==> src/hdl/mlse_pkg.sv <==
// mlse_pkg: shared types and constants of the label stack engine
// operation and status codes, stack entry and result records, state commands
// no dependencies
package mlse_pkg;

  // operation codes carried in the input tuser
  typedef enum logic [2:0] {
    OP_START = 3'd0,
    OP_LOAD  = 3'd1,
    OP_CHECK = 3'd2,
    OP_PUSH  = 3'd3,
    OP_SWAP  = 3'd4,
    OP_POP   = 3'd5,
    OP_READ  = 3'd6
  } op_t;

  // result status codes carried in the output tuser
  typedef enum logic [2:0] {
    ST_OK          = 3'd0,
    ST_TTL_EXPIRED = 3'd1,
    ST_NULL_POPPED = 3'd2,
    ST_RESERVED    = 3'd3,
    ST_OVERFLOW    = 3'd4,
    ST_EMPTY       = 3'd5,
    ST_IGNORED     = 3'd6
  } status_t;

  // configuration register indexes
  localparam logic [1:0] CFG_TTL_MODE    = 2'd0;
  localparam logic [1:0] CFG_DEFAULT_TTL = 2'd1;
  localparam logic [1:0] CFG_WRITE_TC    = 2'd2;

  // most result beats a read out gives
  localparam int RD_BEATS_MAX = 4;

  // reserved label range reported on check
  localparam logic [19:0] LABEL_EXPLICIT_NULL = 20'd0;
  localparam logic [19:0] LABEL_RSV_LO        = 20'd4;
  localparam logic [19:0] LABEL_RSV_HI        = 20'd15;

  localparam logic [7:0] TTL_ONE = 8'd1;

  typedef struct packed {
    logic [19:0] label;
    logic [2:0]  tc;
    logic [7:0]  ttl;
  } entry_t;

  // one result beat
  typedef struct packed {
    status_t     status;
    entry_t      ent;
    logic        bottom;
    logic [7:0]  ip_ttl;
    logic [5:0]  dscp;
    logic        labeled;
  } res_t;

  // update of stack and packet state for one accepted item
  typedef struct packed {
    logic       push;
    logic       pop;
    logic       swap;
    logic       clear;
    entry_t     wr;
    logic       ip_ttl_we;
    logic [7:0] ip_ttl;
    logic       dscp_we;
    logic [5:0] dscp;
    logic       set_exp;
    logic       clr_exp;
  } state_cmd_t;

endpackage

==> src/hdl/mlse_state.sv <==
// mlse_state: label stack as a shift register (top at entry 0), fill count,
// packet ip ttl / dscp and the expiry flag
// depends on mlse_pkg
module mlse_state #(
  parameter int STACK_DEPTH = 4
) (
  input  logic                               clk,
  input  logic                               rst,
  input  logic                               en,
  input  mlse_pkg::state_cmd_t               cmd,
  output mlse_pkg::entry_t                   ent [STACK_DEPTH],
  output logic [$clog2(STACK_DEPTH+1)-1:0]   cnt,
  output logic [7:0]                         ip_ttl,
  output logic [5:0]                         ip_dscp,
  output logic                               expired
);
  import mlse_pkg::*;

  localparam int CW = $clog2(STACK_DEPTH + 1);

  // stack entries, no reset: only entries below the count are read
  always_ff @(posedge clk) begin
    if (en) begin
      if (cmd.push) begin
        for (int i = STACK_DEPTH - 1; i > 0; i--) begin
          ent[i] <= ent[i-1];
        end
        ent[0] <= cmd.wr;
      end else if (cmd.pop) begin
        for (int i = 0; i < STACK_DEPTH - 1; i++) begin
          ent[i] <= ent[i+1];
        end
      end else if (cmd.swap) begin
        ent[0] <= cmd.wr;
      end
    end
  end

  // count, ip fields and expiry
  always_ff @(posedge clk) begin
    if (rst) begin
      cnt     <= '0;
      ip_ttl  <= '0;
      ip_dscp <= '0;
      expired <= 1'b0;
    end else if (en) begin
      if (cmd.clear) begin
        cnt <= '0;
      end else if (cmd.push) begin
        cnt <= cnt + CW'(1);
      end else if (cmd.pop) begin
        cnt <= cnt - CW'(1);
      end
      if (cmd.ip_ttl_we) begin
        ip_ttl <= cmd.ip_ttl;
      end
      if (cmd.dscp_we) begin
        ip_dscp <= cmd.dscp;
      end
      if (cmd.set_exp) begin
        expired <= 1'b1;
      end else if (cmd.clr_exp) begin
        expired <= 1'b0;
      end
    end
  end

endmodule

==> src/hdl/mlse_decode.sv <==
// mlse_decode: applies one operation to the current top entry and packet
// state, giving the state update and the first result beat
// depends on mlse_pkg
module mlse_decode #(
  parameter int STACK_DEPTH = 4
) (
  input  mlse_pkg::op_t                      op,
  input  logic [19:0]                        label,
  input  logic [2:0]                         traffic_class,
  input  logic [7:0]                         entry_ttl,
  input  logic [7:0]                         start_ip_ttl,
  input  logic [5:0]                         start_dscp,
  input  logic                               payload_ipv4,
  input  logic                               ttl_mode,
  input  logic [7:0]                         default_ttl,
  input  logic                               write_tc_on_pop,
  input  mlse_pkg::entry_t                   top,
  input  logic [$clog2(STACK_DEPTH+1)-1:0]   cnt,
  input  logic [7:0]                         ip_ttl,
  input  logic [5:0]                         ip_dscp,
  input  logic                               expired,
  output mlse_pkg::state_cmd_t               cmd,
  output mlse_pkg::res_t                     res,
  output logic                               is_read
);
  import mlse_pkg::*;

  localparam int CW = $clog2(STACK_DEPTH + 1);

  logic   empty;
  logic   full;
  logic   single;
  logic   pop_ipv4;
  logic   reserved;
  entry_t new_ent;

  assign empty    = (cnt == '0);
  assign full     = (cnt == CW'(STACK_DEPTH));
  assign single   = (cnt == CW'(1));
  assign reserved = (top.label >= LABEL_RSV_LO) && (top.label <= LABEL_RSV_HI);
  // explicit null on check is always popped as over ipv4
  assign pop_ipv4 = (op == OP_CHECK) ? 1'b1 : payload_ipv4;

  // entry written by load or push
  always_comb begin
    new_ent.label = label;
    if (op == OP_LOAD) begin
      new_ent.tc  = traffic_class;
      new_ent.ttl = entry_ttl;
    end else if (!empty) begin
      new_ent.tc  = top.tc;
      new_ent.ttl = top.ttl;
    end else begin
      new_ent.tc  = ip_dscp[5:3];
      new_ent.ttl = ttl_mode ? default_ttl : ip_ttl;
    end
  end

  // operation decode
  always_comb begin
    cmd         = '0;
    res         = '0;
    res.status  = ST_OK;
    res.ip_ttl  = ip_ttl;
    res.dscp    = ip_dscp;
    res.labeled = !empty;
    is_read     = 1'b0;

    if (op == OP_START) begin
      cmd.clear     = 1'b1;
      cmd.clr_exp   = 1'b1;
      cmd.ip_ttl_we = 1'b1;
      cmd.ip_ttl    = start_ip_ttl;
      cmd.dscp_we   = 1'b1;
      cmd.dscp      = start_dscp;
      res.ip_ttl    = start_ip_ttl;
      res.dscp      = start_dscp;
      res.labeled   = 1'b0;
    end else if (expired) begin
      res.status = ST_IGNORED;
    end else begin
      case (op)
        OP_LOAD, OP_PUSH: begin
          if (full) begin
            res.status = ST_OVERFLOW;
          end else begin
            cmd.push    = 1'b1;
            cmd.wr      = new_ent;
            res.ent     = new_ent;
            res.bottom  = empty;
            res.labeled = 1'b1;
          end
        end
        OP_CHECK, OP_POP: begin
          if (empty) begin
            res.status = ST_EMPTY;
          end else if (op == OP_CHECK && top.label != LABEL_EXPLICIT_NULL) begin
            res.status = reserved ? ST_RESERVED : ST_OK;
            res.ent    = top;
            res.bottom = single;
          end else begin
            // pop of the top entry, bottom pop may restore ip fields
            if (op == OP_CHECK) begin
              res.status = ST_NULL_POPPED;
            end
            cmd.pop     = 1'b1;
            res.ent     = top;
            res.bottom  = single;
            res.labeled = !single;
            if (single && pop_ipv4 && !ttl_mode) begin
              cmd.ip_ttl_we = 1'b1;
              cmd.ip_ttl    = top.ttl;
              res.ip_ttl    = top.ttl;
              if (write_tc_on_pop) begin
                cmd.dscp_we = 1'b1;
                cmd.dscp    = {top.tc, 3'b000};
                res.dscp    = {top.tc, 3'b000};
              end
            end
          end
        end
        OP_SWAP: begin
          if (empty) begin
            res.status = ST_EMPTY;
          end else if (top.ttl <= TTL_ONE) begin
            // ttl expiry drops the stack and zeroes the ip ttl
            res.status    = ST_TTL_EXPIRED;
            cmd.clear     = 1'b1;
            cmd.set_exp   = 1'b1;
            cmd.ip_ttl_we = 1'b1;
            cmd.ip_ttl    = '0;
            res.ent       = top;
            res.bottom    = single;
            res.ip_ttl    = '0;
            res.labeled   = 1'b0;
          end else begin
            cmd.swap      = 1'b1;
            cmd.wr.label  = label;
            cmd.wr.tc     = top.tc;
            cmd.wr.ttl    = top.ttl - TTL_ONE;
            res.ent.label = label;
            res.ent.tc    = top.tc;
            res.ent.ttl   = top.ttl - TTL_ONE;
            res.bottom    = single;
          end
        end
        OP_READ: begin
          is_read = 1'b1;
          if (!empty) begin
            res.ent    = top;
            res.bottom = single;
          end
        end
        default: begin
          res.status = ST_IGNORED;
        end
      endcase
    end
  end

endmodule

==> src/hdl/mlse_out.sv <==
// mlse_out: output register of the result channel; steps a read out
// through the upper stack entries one beat at a time
// depends on mlse_pkg
module mlse_out #(
  parameter int STACK_DEPTH = 4
) (
  input  logic                               clk,
  input  logic                               rst,
  input  logic                               load,
  input  logic                               is_read,
  input  mlse_pkg::res_t                     res_in,
  input  mlse_pkg::entry_t                   ent [STACK_DEPTH],
  input  logic [$clog2(STACK_DEPTH+1)-1:0]   cnt,
  input  logic [7:0]                         ip_ttl,
  input  logic [5:0]                         ip_dscp,
  input  logic                               ready,
  output logic                               valid,
  output mlse_pkg::res_t                     res,
  output logic                               last
);
  import mlse_pkg::*;

  localparam int CW     = $clog2(STACK_DEPTH + 1);
  localparam int RD_MAX = (STACK_DEPTH < RD_BEATS_MAX) ? STACK_DEPTH : RD_BEATS_MAX;

  logic [CW-1:0] beat;
  logic [CW-1:0] rem;
  logic [CW-1:0] rd_n;
  entry_t        sel;
  res_t          rd_res;

  // number of entries a read out reports
  assign rd_n = (cnt > CW'(RD_MAX)) ? CW'(RD_MAX) : cnt;

  // entry of the next read out beat
  always_comb begin
    sel = '0;
    for (int i = 0; i < RD_MAX; i++) begin
      if (beat == CW'(i)) begin
        sel = ent[i];
      end
    end
    rd_res         = '0;
    rd_res.status  = ST_OK;
    rd_res.ent     = sel;
    rd_res.bottom  = (beat == cnt - CW'(1));
    rd_res.ip_ttl  = ip_ttl;
    rd_res.dscp    = ip_dscp;
    rd_res.labeled = 1'b1;
  end

  // result register and read out sequencing
  always_ff @(posedge clk) begin
    if (rst) begin
      valid <= 1'b0;
      last  <= 1'b0;
    end else if (load) begin
      valid <= 1'b1;
      res   <= res_in;
      beat  <= CW'(1);
      if (is_read) begin
        last <= (rd_n <= CW'(1));
        rem  <= (rd_n == '0) ? '0 : rd_n - CW'(1);
      end else begin
        last <= 1'b1;
        rem  <= '0;
      end
    end else if (valid && ready) begin
      if (last) begin
        valid <= 1'b0;
      end else begin
        res  <= rd_res;
        beat <= beat + CW'(1);
        rem  <= rem - CW'(1);
        last <= (rem == CW'(1));
      end
    end
  end

endmodule

==> src/hdl/mpls_label_stack_engine.sv <==
// mpls_label_stack_engine: top level of the per-packet label stack engine
// config registers, input handshake, state, decode and output stage
// depends on mlse_pkg, mlse_state, mlse_decode, mlse_out
//
// Usage
//   s_* carries one operation per beat: tuser is the operation code, tdata
//   the label, entry and packet fields. m_* carries result beats: tuser is
//   the status, tdata the reported entry and packet fields, tlast marks the
//   final beat of an operation. cfg_we / cfg_index / cfg_data write the ttl
//   mode, default ttl and tc write-back registers; write them while idle.
//   An accepted operation updates the stack and loads its first result beat
//   into the output register at the same edge.
//   Throughput is one operation per cycle while results drain; a read out gives
//   one beat per held entry (at most four, one if empty) and holds s_tready low
//   until its last beat is taken, as these beats are read from the live stack.
//   s_tready = output register empty, or its final beat leaving this cycle;
//   a stalled m_tready therefore holds the input side after one beat.
//   Reset clears the stack count, the ip fields, the expiry flag and the output
//   valid and loads the configuration defaults; no clearing pass is needed.
module mpls_label_stack_engine #(
  parameter int STACK_DEPTH = 4
) (
  input  logic        clk,
  input  logic        rst,
  // configuration write port
  input  logic        cfg_we,
  input  logic [1:0]  cfg_index,
  input  logic [7:0]  cfg_data,
  // operation beats
  input  logic        s_tvalid,
  output logic        s_tready,
  // label[19:0], traffic_class[22:20], entry_ttl[30:23], start_ip_ttl[38:31],
  // start_dscp[44:39], payload_ipv4[45], zero[47:46]
  input  logic [47:0] s_tdata,
  // operation[2:0]
  input  logic [2:0]  s_tuser,
  // result beats
  output logic        m_tvalid,
  input  logic        m_tready,
  // out_label[19:0], out_tc[22:20], out_ttl[30:23], out_bottom[31],
  // out_ip_ttl[39:32], out_dscp[45:40], labeled[46], zero[47]
  output logic [47:0] m_tdata,
  // status[2:0]
  output logic [2:0]  m_tuser,
  output logic        m_tlast
);
  import mlse_pkg::*;

  localparam int CW = $clog2(STACK_DEPTH + 1);

  logic          ttl_mode;
  logic [7:0]    default_ttl;
  logic          write_tc_on_pop;
  logic          accept;
  entry_t        ent [STACK_DEPTH];
  logic [CW-1:0] cnt;
  logic [7:0]    ip_ttl;
  logic [5:0]    ip_dscp;
  logic          expired;
  state_cmd_t    cmd;
  res_t          dec_res;
  logic          is_read;
  res_t          out_res;

  // configuration registers
  always_ff @(posedge clk) begin
    if (rst) begin
      ttl_mode        <= 1'b0;
      default_ttl     <= 8'd255;
      write_tc_on_pop <= 1'b0;
    end else if (cfg_we) begin
      case (cfg_index)
        CFG_TTL_MODE:    ttl_mode        <= cfg_data[0];
        CFG_DEFAULT_TTL: default_ttl     <= cfg_data;
        CFG_WRITE_TC:    write_tc_on_pop <= cfg_data[0];
        default: ;
      endcase
    end
  end

  // input handshake
  assign s_tready = !m_tvalid || (m_tready && m_tlast);
  assign accept   = s_tvalid && s_tready;

  mlse_state #(
    .STACK_DEPTH(STACK_DEPTH)
  ) u_state (
    .clk     (clk),
    .rst     (rst),
    .en      (accept),
    .cmd     (cmd),
    .ent     (ent),
    .cnt     (cnt),
    .ip_ttl  (ip_ttl),
    .ip_dscp (ip_dscp),
    .expired (expired)
  );

  mlse_decode #(
    .STACK_DEPTH(STACK_DEPTH)
  ) u_decode (
    .op              (op_t'(s_tuser)),
    .label           (s_tdata[19:0]),
    .traffic_class   (s_tdata[22:20]),
    .entry_ttl       (s_tdata[30:23]),
    .start_ip_ttl    (s_tdata[38:31]),
    .start_dscp      (s_tdata[44:39]),
    .payload_ipv4    (s_tdata[45]),
    .ttl_mode        (ttl_mode),
    .default_ttl     (default_ttl),
    .write_tc_on_pop (write_tc_on_pop),
    .top             (ent[0]),
    .cnt             (cnt),
    .ip_ttl          (ip_ttl),
    .ip_dscp         (ip_dscp),
    .expired         (expired),
    .cmd             (cmd),
    .res             (dec_res),
    .is_read         (is_read)
  );

  mlse_out #(
    .STACK_DEPTH(STACK_DEPTH)
  ) u_out (
    .clk     (clk),
    .rst     (rst),
    .load    (accept),
    .is_read (is_read),
    .res_in  (dec_res),
    .ent     (ent),
    .cnt     (cnt),
    .ip_ttl  (ip_ttl),
    .ip_dscp (ip_dscp),
    .ready   (m_tready),
    .valid   (m_tvalid),
    .res     (out_res),
    .last    (m_tlast)
  );

  // result beat packing
  assign m_tuser = out_res.status;
  assign m_tdata = {1'b0, out_res.labeled, out_res.dscp, out_res.ip_ttl, out_res.bottom,
                    out_res.ent.ttl, out_res.ent.tc, out_res.ent.label};

endmodule

==> config.mk <==
export PLATFORM = sky130hd
export DESIGN_NAME = mpls_label_stack_engine
export DESIGN_NICKNAME = d
export VERILOG_FILES = /design/src/hdl/mlse_pkg.sv /design/src/hdl/mlse_state.sv /design/src/hdl/mlse_decode.sv /design/src/hdl/mlse_out.sv /design/src/hdl/mpls_label_stack_engine.sv
export SDC_FILE = /design/constraint.sdc
export NUM_CORES = 1
export LEC_CHECK = 0
export BUFFER_PORTS_ARGS = -buffer_cell sky130_fd_sc_hd__buf_4
export CORE_AREA = 2 2 168 170
export CTS_CLUSTER_DIAMETER = 200
export CTS_CLUSTER_SIZE = 40
export DETAILED_ROUTE_END_ITERATION = 7
export DIE_AREA = 0 0 170 172
export SLEW_MARGIN = 10
export SYNTH_ARGS = -nofsm -noshare
export SYNTH_HDL_FRONTEND = slang
export SYNTH_SLANG_ARGS = --single-unit
==> constraint.sdc <==
create_clock -name clk -period 4.88 [get_ports clk]
set_input_delay 0.244 -clock clk [delete_from_list [all_inputs] [get_ports clk]]
set_output_delay 0.244 -clock clk [all_outputs]
set_load 0.03 [all_outputs]
==> flow_summary_export.csv, run 1 <==
group,metric,value,unit
status,run_status,"completed",
grt,grt_overflow,0,
worst_hold_path,hp-class,"input pin to flip-flop",
yosys,seq_area_frac_synth,0.5517,
floorplanning,fp.dieArea,29240,sq um
cts,cts_tree,"built",
cells_and_area,diodes,0,
route,firstDrtPassIters,5,
timing,period_share,0.7216,
timing,slew_headroom,0.3460,
setup_path,startpoint_type,"flip-flop",
yosys,synth_edf_count,180,
placed_design,post-dp-hpwl,18.71,mm
timing,worstMarginPinSlew,981.0,ps
floorplanning,die_w,170,microns
route,routedWlPerCell,21.67,microns
grt,grt_first_pass_wirelength,45.48,mm
yosys,syn_inst,945,
cts,cts_max_level,1,
power,leakagePower,4.218,nW
floorplanning,row_count,61,
floorplanning,die_y,172,microns
grt,grt_usage,0.1987,
timing,rsz0062_at_grt,"no",
yosys,synth_nets,1027,
cells_and_area,layout_common_cells,"180 x edfxtp_1, 132 x buf_4, 68 x nor2_1",
cells_and_area,syn_to_final_growth,13.69,%
yosys,avgSynthCellArea,11.52,sq um
route,drc,0,
setup_path,r2r_slack,1360,ps
cts,clock-root-buffer,"clkbuf_16",
yosys,async_reset_ff_frac,0,
floorplanning,ioPinCount,120,
route,vias,8088,
power,finalPower,3.672,mW
power,p_comb_frac,0.173,
setup_path,worst-path-max-fanout,38,
cells_and_area,final_common_cell,"edfxtp_1",
route,drt_iter0_markers,649,
cts,cts_sinks,210,
timing,finClkSkew,49.84,ps
power,clock_power_share,0.254,
flow_run,cap_violations,0,
timing,max_freq,0.2840,GHz
route,finalWirelength,29.47,mm
setup_path,cp.required,5030,ps
yosys,yosysTopAreaCell,"edfxtp_1",
yosys,yosys_warnings,0,
floorplanning,start_util,0.3962,
cts,path_clk_slew,150,ps
setup_path,cp-end-kind,"flip-flop",
power,power.density,296.7,nW/um^2
power,p_sw_frac,0.2774,
timing,drv_slew,0,
cts,cts_buffers,9,
grt,grt_pass1_vias,7681,
setup_path,crit_type,"flip-flop to flip-flop",
timing,setup_viol,0,
power,intPower,2.654,mW
route,ant_nets,0,
yosys,synth-main-ff-cell,"edfxtp_1",
cts,holdBufCountCts,8,
yosys,ys_seq_elements,210,
cells_and_area,final_nets,1094,
timing,finalHoldViolCount,0,
cts,clockBufferDepth,3,
route,drt-vias-per-instance,5.947,
timing,fin_crit,3521,ps
cells_and_area,nFillCells,2532,
yosys,ys_top_cells_by_area,"edfxtp_1 50%, mux2_2 6.5%, dfxtp_1 5.5%",
cts,ctsResizeCount,0,
yosys,synth_top_area_frac,0.4965,
setup_path,worstPathArrival,3670,ps
grt,grt_max_degree,57,
floorplanning,core-area,27480,sq um
grt,antenna_found_initial,0,
power,p_seq_frac,0.573,
timing,fin_tns_setup,0,ps
yosys,syn_area,10890,sq um
power,power.switching,1.019,mW
placed_design,portBuffers,116,
power,ir_worst_vdd,0.2024,mV
yosys,synth.distinct_cells,64,
cells_and_area,drive_above_1_share,0.2268,
placed_design,gp_congestion,0.8492,
cts,clkLatencyLatePin,490,ps
cts,post_cts_buffers,0,
## worst paths after layout
kind,startpoint,endpoint,cells after the start
worst max-delay path,u_state.cnt[0]$_SDFFE_PP0P_,u_state.ent[70]$_DFFE_PP_,8
worst min-delay path,s_tdata[15],u_state.ent[119]$_DFFE_PP_,2
worst max register to register,u_state.cnt[0]$_SDFFE_PP0P_,u_state.ent[70]$_DFFE_PP_,8
worst min register to register,u_state.ent[61]$_DFFE_PP_,u_state.ent[30]$_DFFE_PP_,0
## layout make-up
| class | instances | area (sq um) | area share |
|---|---|---|---|
| sequential | 210 | 6006 | 0.4852 |
| multi-input combinational | 620 | 4468 | 0.3610 |
| timing repair buffer | 141 | 1091 | 0.08815 |
| tap | 346 | 432.9 | 0.03498 |
| clock buffer | 12 | 236.5 | 0.01911 |
| inverter | 30 | 112.6 | 0.009098 |
| clock inverter | 1 | 30.03 | 0.002426 |
## cells by family (layout without fill, tap and decap cells)
kind of cell | count (synthesis) | after routing | synth area share
DFF | 210 | 210 | 0.5517
adders and majority gates | 16 | 16 | 0.01839
xor gates and xnor gates | 10 | 10 | 0.008046
other | 1 | 1 | 0.0003445
AOI/OAI and AO/OA | 302 | 302 | 0.1994
and+or+nand+nor | 218 | 218 | 0.1048
buffers and inverters | 115 | 184 | 0.04298
muxes | 73 | 73 | 0.07436
## power groups by stage
stage          registers (mW)  clock network (mW)  logic, mW
3_5_place_dp             2.14                   0      0.631
2_1_floorplan            2.19                   0      0.357
3_3_place_gp             2.14                   0      0.626
5_1_grt                  2.11                1.01      0.693
4_1_cts                  2.10               0.963      0.639
6_report                 2.10               0.932      0.637
## flip-flops by register name (all words and copies together) (netlist names), 3 cells and up
| register | flops |
|---|---|
| u_state.ent | 124 |
| u_out.res | 50 |
| default_ttl | 8 |
| u_state.ip_ttl | 8 |
| u_state.ip_dscp | 6 |
| u_out.beat | 3 |
| u_out.rem | 3 |
| u_state.cnt | 3 |
## critical path, stage by stage (launching register included)
cell	delay (ps)
dfxtp_1	520
inv_1	140
ha_1	310
nor2b_1	300
or3_1	460
o211a_1	250
or2_2	340
inv_2	490
buf_12	320
## synth_stat cells, drive strengths merged, types with 30 or more instances
library cell,number
a22oi,65
a21oi,50
dfxtp,30
nor2,70
inv,30
mux2,63
edfxtp,180
a211oi,45
nand2,48
o22ai,36
clkbuf,62
## metal layers
layer / GRT usage / share of wire / up-vias
li1: - / - / 3801
met1: 0.2968 / 0.47 / 3977
met2: 0.3193 / 0.46 / 291
met3: 0.02083 / 0.058 / 19
met4: 0.03010 / 0.011 / 0
met5: 0 / 0 / -
## stage by stage
| step | instance area (sq um) | util | instances | hold WS, ps | setup slack, ps |
|---|---|---|---|---|---|
| 6_report | 12380 | 0.4505 | 1360 | 42.36 | 1359 |
| 5_1_grt | 12380 | 0.4505 | 1360 | 33.70 | 1173 |
| 4_1_cts | 12380 | 0.4505 | 1360 | 32.97 | 1370 |
| 3_5_place_dp | 12030 | 0.4378 | 1339 | 457.6 | 1475 |
| 3_3_place_gp | 12030 | 0.4378 | 1339 | 458.8 | 1502 |
| 2_1_floorplan | 10890 | - | 945 | 368.1 | 1339 |
(Power assumes the default switching activity.)
==> run 2, diff against run 1 <==
==> constraint.sdc (replaced) <==
create_clock -name clk -period 3.3 [get_ports clk]
set_input_delay 0.165 -clock clk [delete_from_list [all_inputs] [get_ports clk]]
set_output_delay 0.165 -clock clk [all_outputs]
set_load 0.03 [all_outputs]
==> run 2 against run 1 <==
Compared with the run above: sequential cell count unchanged; total power increased by 49%; count of clock-buffer cells in the layout unchanged; first-iteration DRC count increased by 4.5%; register-to-register slack got worse by 920 ps; core utilization increased by 1.6 points; critical path depth unchanged; critical endpoint is now u_out.res[45]$_DFFE_PP_; largest cell class unchanged.
==> flow_summary_export.csv, run 2 (synthesized netlist as in run 1, its figures left out) <==
group,metric,value,unit
timing,finClkSkew,53.24,ps
cells_and_area,largestRegisters,"u_state.ent: 124 flops, u_out.res: 50 flops",
worst_hold_path,hp-class,"input pin to flip-flop",
cells_and_area,syn_to_final_growth,17.72,%
timing,max_freq,0.3498,GHz
power,leakagePower,4.417,nW
flow_run,cap_violations,0,
floorplanning,start_util,0.3962,
timing,hold_ws,15.92,ps
cells_and_area,regMostFlops,"u_state.ent",
cells_and_area,drive_above_1_share,0.2363,
route,drt-vias-per-instance,5.889,
floorplanning,die_y,172,microns
timing,rsz0062_at_grt,"no",
timing,fin_tns_setup,0,ps
route,vias,8268,
cts,path_clk_slew,150,ps
floorplanning,core-area,27480,sq um
timing,worstMarginPinSlew,930.4,ps
setup_path,cp-end-kind,"flip-flop",
route,firstDrtPassIters,5,
floorplanning,die_w,170,microns
setup_path,cp_cell_sequence,"inv_1, ha_1, nor2b_1, nor2_1, a21o_1, buf_4, a22oi_1, o22ai_1",
cells_and_area,diodes,0,
setup_path,cpPeakStageDelay,740,ps
cts,cts_buffers,9,
timing,drv_slew,0,
grt,grt_max_degree,53,
timing,fin_crit,2859,ps
grt,grt_usage,0.2023,
cells_and_area,nFillCells,2545,
cts,cts_sinks,210,
grt,grt_first_pass_wirelength,46.27,mm
floorplanning,fp.dieArea,29240,sq um
status,run_status,"completed",
placed_design,portBuffers,116,
route,drt_iter0_markers,678,
placed_design,dp.cells,1359,
cells_and_area,final_common_cell,"edfxtp_1",
route,finalWirelength,29.94,mm
grt,antenna_found_initial,0,
grt,grt_overflow,0,
cts,cts_max_level,1,
cts,cts_tree,"built",
timing,setup_viol,0,
cts,clkLatencyLatePin,500,ps
power,power.density,427.0,nW/um^2
cts,clockBufferDepth,3,
setup_path,worstPathArrival,3040,ps
route,drc,0,
route,routedWlPerCell,21.32,microns
cts,post_cts_buffers,0,
timing,period_share,0.8663,
floorplanning,ioPinCount,120,
cts,clock-root-buffer,"clkbuf_16",
setup_path,cp.required,3480,ps
route,ant_nets,0,
cells_and_area,stdcell_count,1404,
power,finalPower,5.473,mW
power,ir_worst_vdd,0.3168,mV
cells_and_area,final_nets,1138,
floorplanning,row_count,61,
placed_design,post-dp-hpwl,19.33,mm
grt,grt_pass1_vias,8104,
timing,finalHoldViolCount,0,
setup_path,crit_type,"flip-flop to flip-flop",
cells_and_area,layout_common_cells,"180 x edfxtp_1, 148 x buf_4, 68 x nor2_1",
setup_path,startpoint_type,"flip-flop",
cts,holdBufCountCts,32,
cells_and_area,fin_util,0.4664,
setup_path,slowest_stage,"nor2b_1",
placed_design,gp_congestion,0.8135,
cts,ctsResizeCount,0,
setup_path,worst-path-max-fanout,20,
timing,slew_headroom,0.3784,
cells_and_area,largest_reg_flops,124,
==> run 2: cell types whose count changed in the layout (fill, tap and decap cells not counted), sizes merged <==
cell         delta
buf            +20
clkinvlp        +1
dlygate4sd3    +24
inv             -1
==> run 2: per-layer routing <==
| layer | up-vias | routed length, microns | GRT usage |
|---|---|---|---|
| met5 | - | 0 | 0 |
| met4 | 0 | 571 | 0.04942 |
| met3 | 40 | 1639 | 0.02380 |
| met2 | 292 | 13770 | 0.3285 |
| met1 | 4043 | 13960 | 0.2906 |
| li1 | 3893 | - | - |
==> run 2: critical path: cells and delay by family, from the launching register on <==
kind                     cells  cell delay (ps)
AND/OR/NAND/NOR              2             1000
AO/OA/AOI/OAI                3              590
buffers and inverters        2              390
flip-flops                   1              360
adder cells (fa/ha/maj)      1              190
==> run 2: final timing paths <==
path | startpoint | end | slack (ps) | cells past startpoint
max | u_state.cnt[1]$_SDFFE_PP0P_ | u_out.res[45]$_DFFE_PP_ | 440 | 8
min | cfg_index[0] | ttl_mode$_SDFFE_PP0P_ | 20 | 4
max reg2reg | u_state.cnt[1]$_SDFFE_PP0P_ | u_out.res[45]$_DFFE_PP_ | 440 | 8
min reg2reg | u_state.ent[59]$_DFFE_PP_ | u_state.ent[28]$_DFFE_PP_ | 450 | 0
==> run 2: metrics by stage <==
stage,area [sq um],setup WS [ps]
after floorplan,10910,174.2
after global placement,12230,547.2
after detailed placement,12230,512.1
after CTS,12820,459.2
after global routing,12820,231.2
final,12820,441.3
==> run 2: cell type report <==
cell class	instances	area, sq um	area share
Clock buffer	12	236.5	0.01845
Multi-Input combinational cell	620	4463	0.3482
Clock inverter	1	30.03	0.002343
Tap cell	346	432.9	0.03378
Timing Repair Buffer	185	1531	0.1195
Sequential cell	210	6006	0.4686
Inverter	30	116.4	0.009079
==> run 2: where the power goes <==
part | switching [mW] | internal, mW | total (mW)
registers | 0.0729 | 3.03 | 3.10
clock network | 0.841 | 0.529 | 1.37
logic | 0.596 | 0.403 | 0.999
==> run 3, diff against run 2 <==
--- a/config.mk
+++ b/config.mk
@@ -6,12 +6,15 @@
 export NUM_CORES = 1
 export LEC_CHECK = 0
 export BUFFER_PORTS_ARGS = -buffer_cell sky130_fd_sc_hd__buf_4
-export CORE_AREA = 2 2 168 170
+export CORE_AREA = 2 2 150 152
 export CTS_CLUSTER_DIAMETER = 200
 export CTS_CLUSTER_SIZE = 40
 export DETAILED_ROUTE_END_ITERATION = 7
-export DIE_AREA = 0 0 170 172
+export DIE_AREA = 0 0 152 154
+export PLACE_DENSITY = 0.74
+export SETUP_SLACK_MARGIN = 0.2
 export SLEW_MARGIN = 10
 export SYNTH_ARGS = -nofsm -noshare
 export SYNTH_HDL_FRONTEND = slang
+export SYNTH_HIERARCHICAL = 1
 export SYNTH_SLANG_ARGS = --single-unit
==> run 3 against run 2 <==
Compared with the run above: non-clock buffer count is 12 lower; clock power is essentially flat; core utilization is 15 points higher; cell count up 2.1%; synthesized cell count rose by 11%; clock skew is 1.2 ps higher; highest routed layer unchanged.
==> flow_summary_export.csv, run 3 <==
group,metric,value,unit
yosys,synth-main-ff-cell,"edfxtp_1",
timing,drv_slew,0,
power,ir_worst_vdd,0.3021,mV
timing,fin_tns_setup,0,ps
grt,met2_usage,0.3882,
placed_design,post-dp-hpwl,19.64,mm
cts,path_clk_slew,150,ps
yosys,synth_top_area_frac,0.4591,
yosys,ys_seq_elements,210,
cells_and_area,layout_common_cells,"180 x edfxtp_1, 153 x buf_4, 107 x mux2_2",
grt,grt_max_degree,89,
yosys,yosysTopAreaCell,"edfxtp_1",
setup_path,cp.required,3560,ps
route,ant_nets,0,
floorplanning,row_count,54,
yosys,ys_top_cells_by_area,"edfxtp_1 46%, mux2_2 10%, dfxtp_1 5.1%",
power,leakagePower,4.886,nW
grt,met3_usage,0.02931,
cells_and_area,regMostFlops,"u_state/ent",
timing,fin_crit,2842,ps
cells_and_area,final_nets,1230,
grt,grt-busiest-layer,"met2",
setup_path,worst-path-max-fanout,17,
power,finalPower,5.475,mW
floorplanning,core-area,21690,sq um
grt,grt_usage,0.2473,
grt,grt_pass1_vias,8492,
cts,clkLatencyLatePin,500,ps
cells_and_area,largest_reg_flops,124,
cts,clock-root-buffer,"clkbuf_16",
flow_run,cap_violations,0,
route,drt_iter0_markers,968,
yosys,async_reset_ff_frac,0,
yosys,synth_xor_area_frac,0.007439,
route,drc,0,
worst_hold_path,hp-class,"input pin to flip-flop",
timing,period_share,0.8612,
timing,max_freq,0.3519,GHz
grt,grt_first_pass_wirelength,46.81,mm
route,finalWirelength,30.10,mm
cells_and_area,syn_to_final_growth,14.47,%
yosys,synth_most_common_cell,"edfxtp_1",
cells_and_area,final_common_cell,"edfxtp_1",
setup_path,crit_type,"flip-flop to flip-flop",
yosys,syn_area,11770,sq um
floorplanning,die_y,154,microns
grt,met1_usage,0.3675,
status,run_status,"completed",
setup_path,worstPathArrival,3100,ps
yosys,yosys_warnings,6,
cells_and_area,fin_util,0.6214,
timing,worstMarginPinSlew,1020,ps
yosys,synth-simple-area-share,0.1316,
timing,finClkSkew,54.40,ps
grt,grt_overflow,0,
floorplanning,die_w,152,microns
cells_and_area,drive_above_1_share,0.2853,
cts,cts_sinks,210,
yosys,synth.distinct_cells,69,
route,drt-vias-per-instance,6.303,
floorplanning,fp.dieArea,23410,sq um
yosys,synth_top_family_by_area,"compound AO/OA/AOI/OAI gates",
route,vias,9032,
yosys,seq_area_frac_synth,0.5101,
yosys,synth_compound_area_frac,0.1683,
power,power.density,406.2,nW/um^2
timing,layout_setup_ws,458.1,ps
placed_design,dp_slack,499.2,ps
yosys,synthAdderAreaFrac,0.01445,
placed_design,portBuffers,116,
cts,clockBufferDepth,3,
floorplanning,ioPinCount,120,
timing,slew_headroom,0.3189,
setup_path,cp-end-kind,"flip-flop",
cts,cts_tree,"built",
cells_and_area,final_area,13480,sq um
timing,finalHoldViolCount,0,
cells_and_area,diodes,0,
floorplanning,start_util,0.5429,
yosys,muxShareOfSynthArea,0.1142,
timing,setup_viol,0,
cells_and_area,largestRegisters,"u_state/ent: 124 flops, u_out/res: 50 flops",
cells_and_area,nFillCells,1749,
yosys,synth_common_cells,"180 x edfxtp_1, 107 x mux2_2, 80 x nand2_1",
yosys,synth_nets,1130,
timing,rsz0062_at_grt,"no",
placed_design,gp_congestion,0.9103,
cts,cts_buffers,9,
cts,cts_max_level,1,
grt,antenna_found_initial,0,
yosys,syn_inst,1051,
setup_path,startpoint_type,"flip-flop",
placed_design,place_area,13090,sq um
yosys,avgSynthCellArea,11.20,sq um
route,firstDrtPassIters,6,
route,routedWlPerCell,21.00,microns
yosys,synth_edf_count,180,
==> run 3: changes by cell type after synthesis, sizes merged, moves of 23 or more <==
cell	change
a21oi	+23
a22oi	-37
o22ai	-33
a221o	+31
nand2	+33
inv	+34
a22o	-23
a211oi	-42
mux2	+44
==> run 3: repair_timing <==
| action | 4_1_cts | 5_1_grt |
|---|---|---|
| setup buffers | 0 | 0 |
| hold endpoints to repair | 10 | 0 |
| hold buffers | 12 | 0 |
| gates resized for setup | 0 | 0 |
==> run 3: worst paths after layout <==
kind	start	end	slack [ps]	cells after the start
worst max-delay path	u_state/ent[119]$_DFFE_PP_	u_out/res[9]$_DFFE_PP_	460	8
worst min-delay path	m_tready	u_out/valid$_SDFFE_PP0P_	30	4
worst max register to register	u_state/ent[119]$_DFFE_PP_	u_out/res[9]$_DFFE_PP_	460	8
worst min register to register	u_state/ent[33]$_DFFE_PP_	u_state/ent[2]$_DFFE_PP_	480	0
==> run 3: cells by family after synthesis <==
logic type | after synthesis
multiplexers | 121
AO/OA/AOI/OAI | 250
adder cells (fa/ha/maj) | 13
buffers and inverters | 148
other | 1
XOR/XNOR | 10
flip-flops | 210
AND/OR/NAND/NOR | 298
==> run 3: power breakdown <==
part / leakage (nW) / switching [mW] / internal, mW
registers: 1.92 / 0.0748 / 3.02
logic: 2.84 / 0.603 / 0.417
clock network: 0.126 / 0.830 / 0.529
==> run 3: area by class of cell <==
| type | count | area [sq um] | share of cell area |
|---|---|---|---|
| clock buffer | 12 | 236.5 | 0.01755 |
| clock inverter | 1 | 30.03 | 0.002228 |
| inverter | 64 | 244.0 | 0.01810 |
| multi-input combinational | 693 | 5182 | 0.3845 |
| sequential | 210 | 6006 | 0.4456 |
| tap | 280 | 350.3 | 0.02599 |
| timing repair buffer | 173 | 1429 | 0.1060 |
==> run 3: metal layers <==
metal	wire length (microns)	up-vias
met5	0	-
met4	678	0
met3	2333	46
met2	13990	410
met1	13100	4450
li1	-	4126
==> run 3: stage by stage <==
step	hold WS, ps	std cells
2_1_floorplan	237.4	1051
3_3_place_gp	419.6	1408
3_5_place_dp	428.7	1408
4_1_cts	7.560	1433
5_1_grt	26.34	1433
6_report	27.67	1433
==> run 3: critical path: stages, from the launching register on <==
cell and delay (ps):
edfxtp_1 470, nor4_1 530, and4_1 330, buf_4 160, nand4_1 140, a221oi_4 290
buf_4 250, o221ai_1 140, mux2_2 300
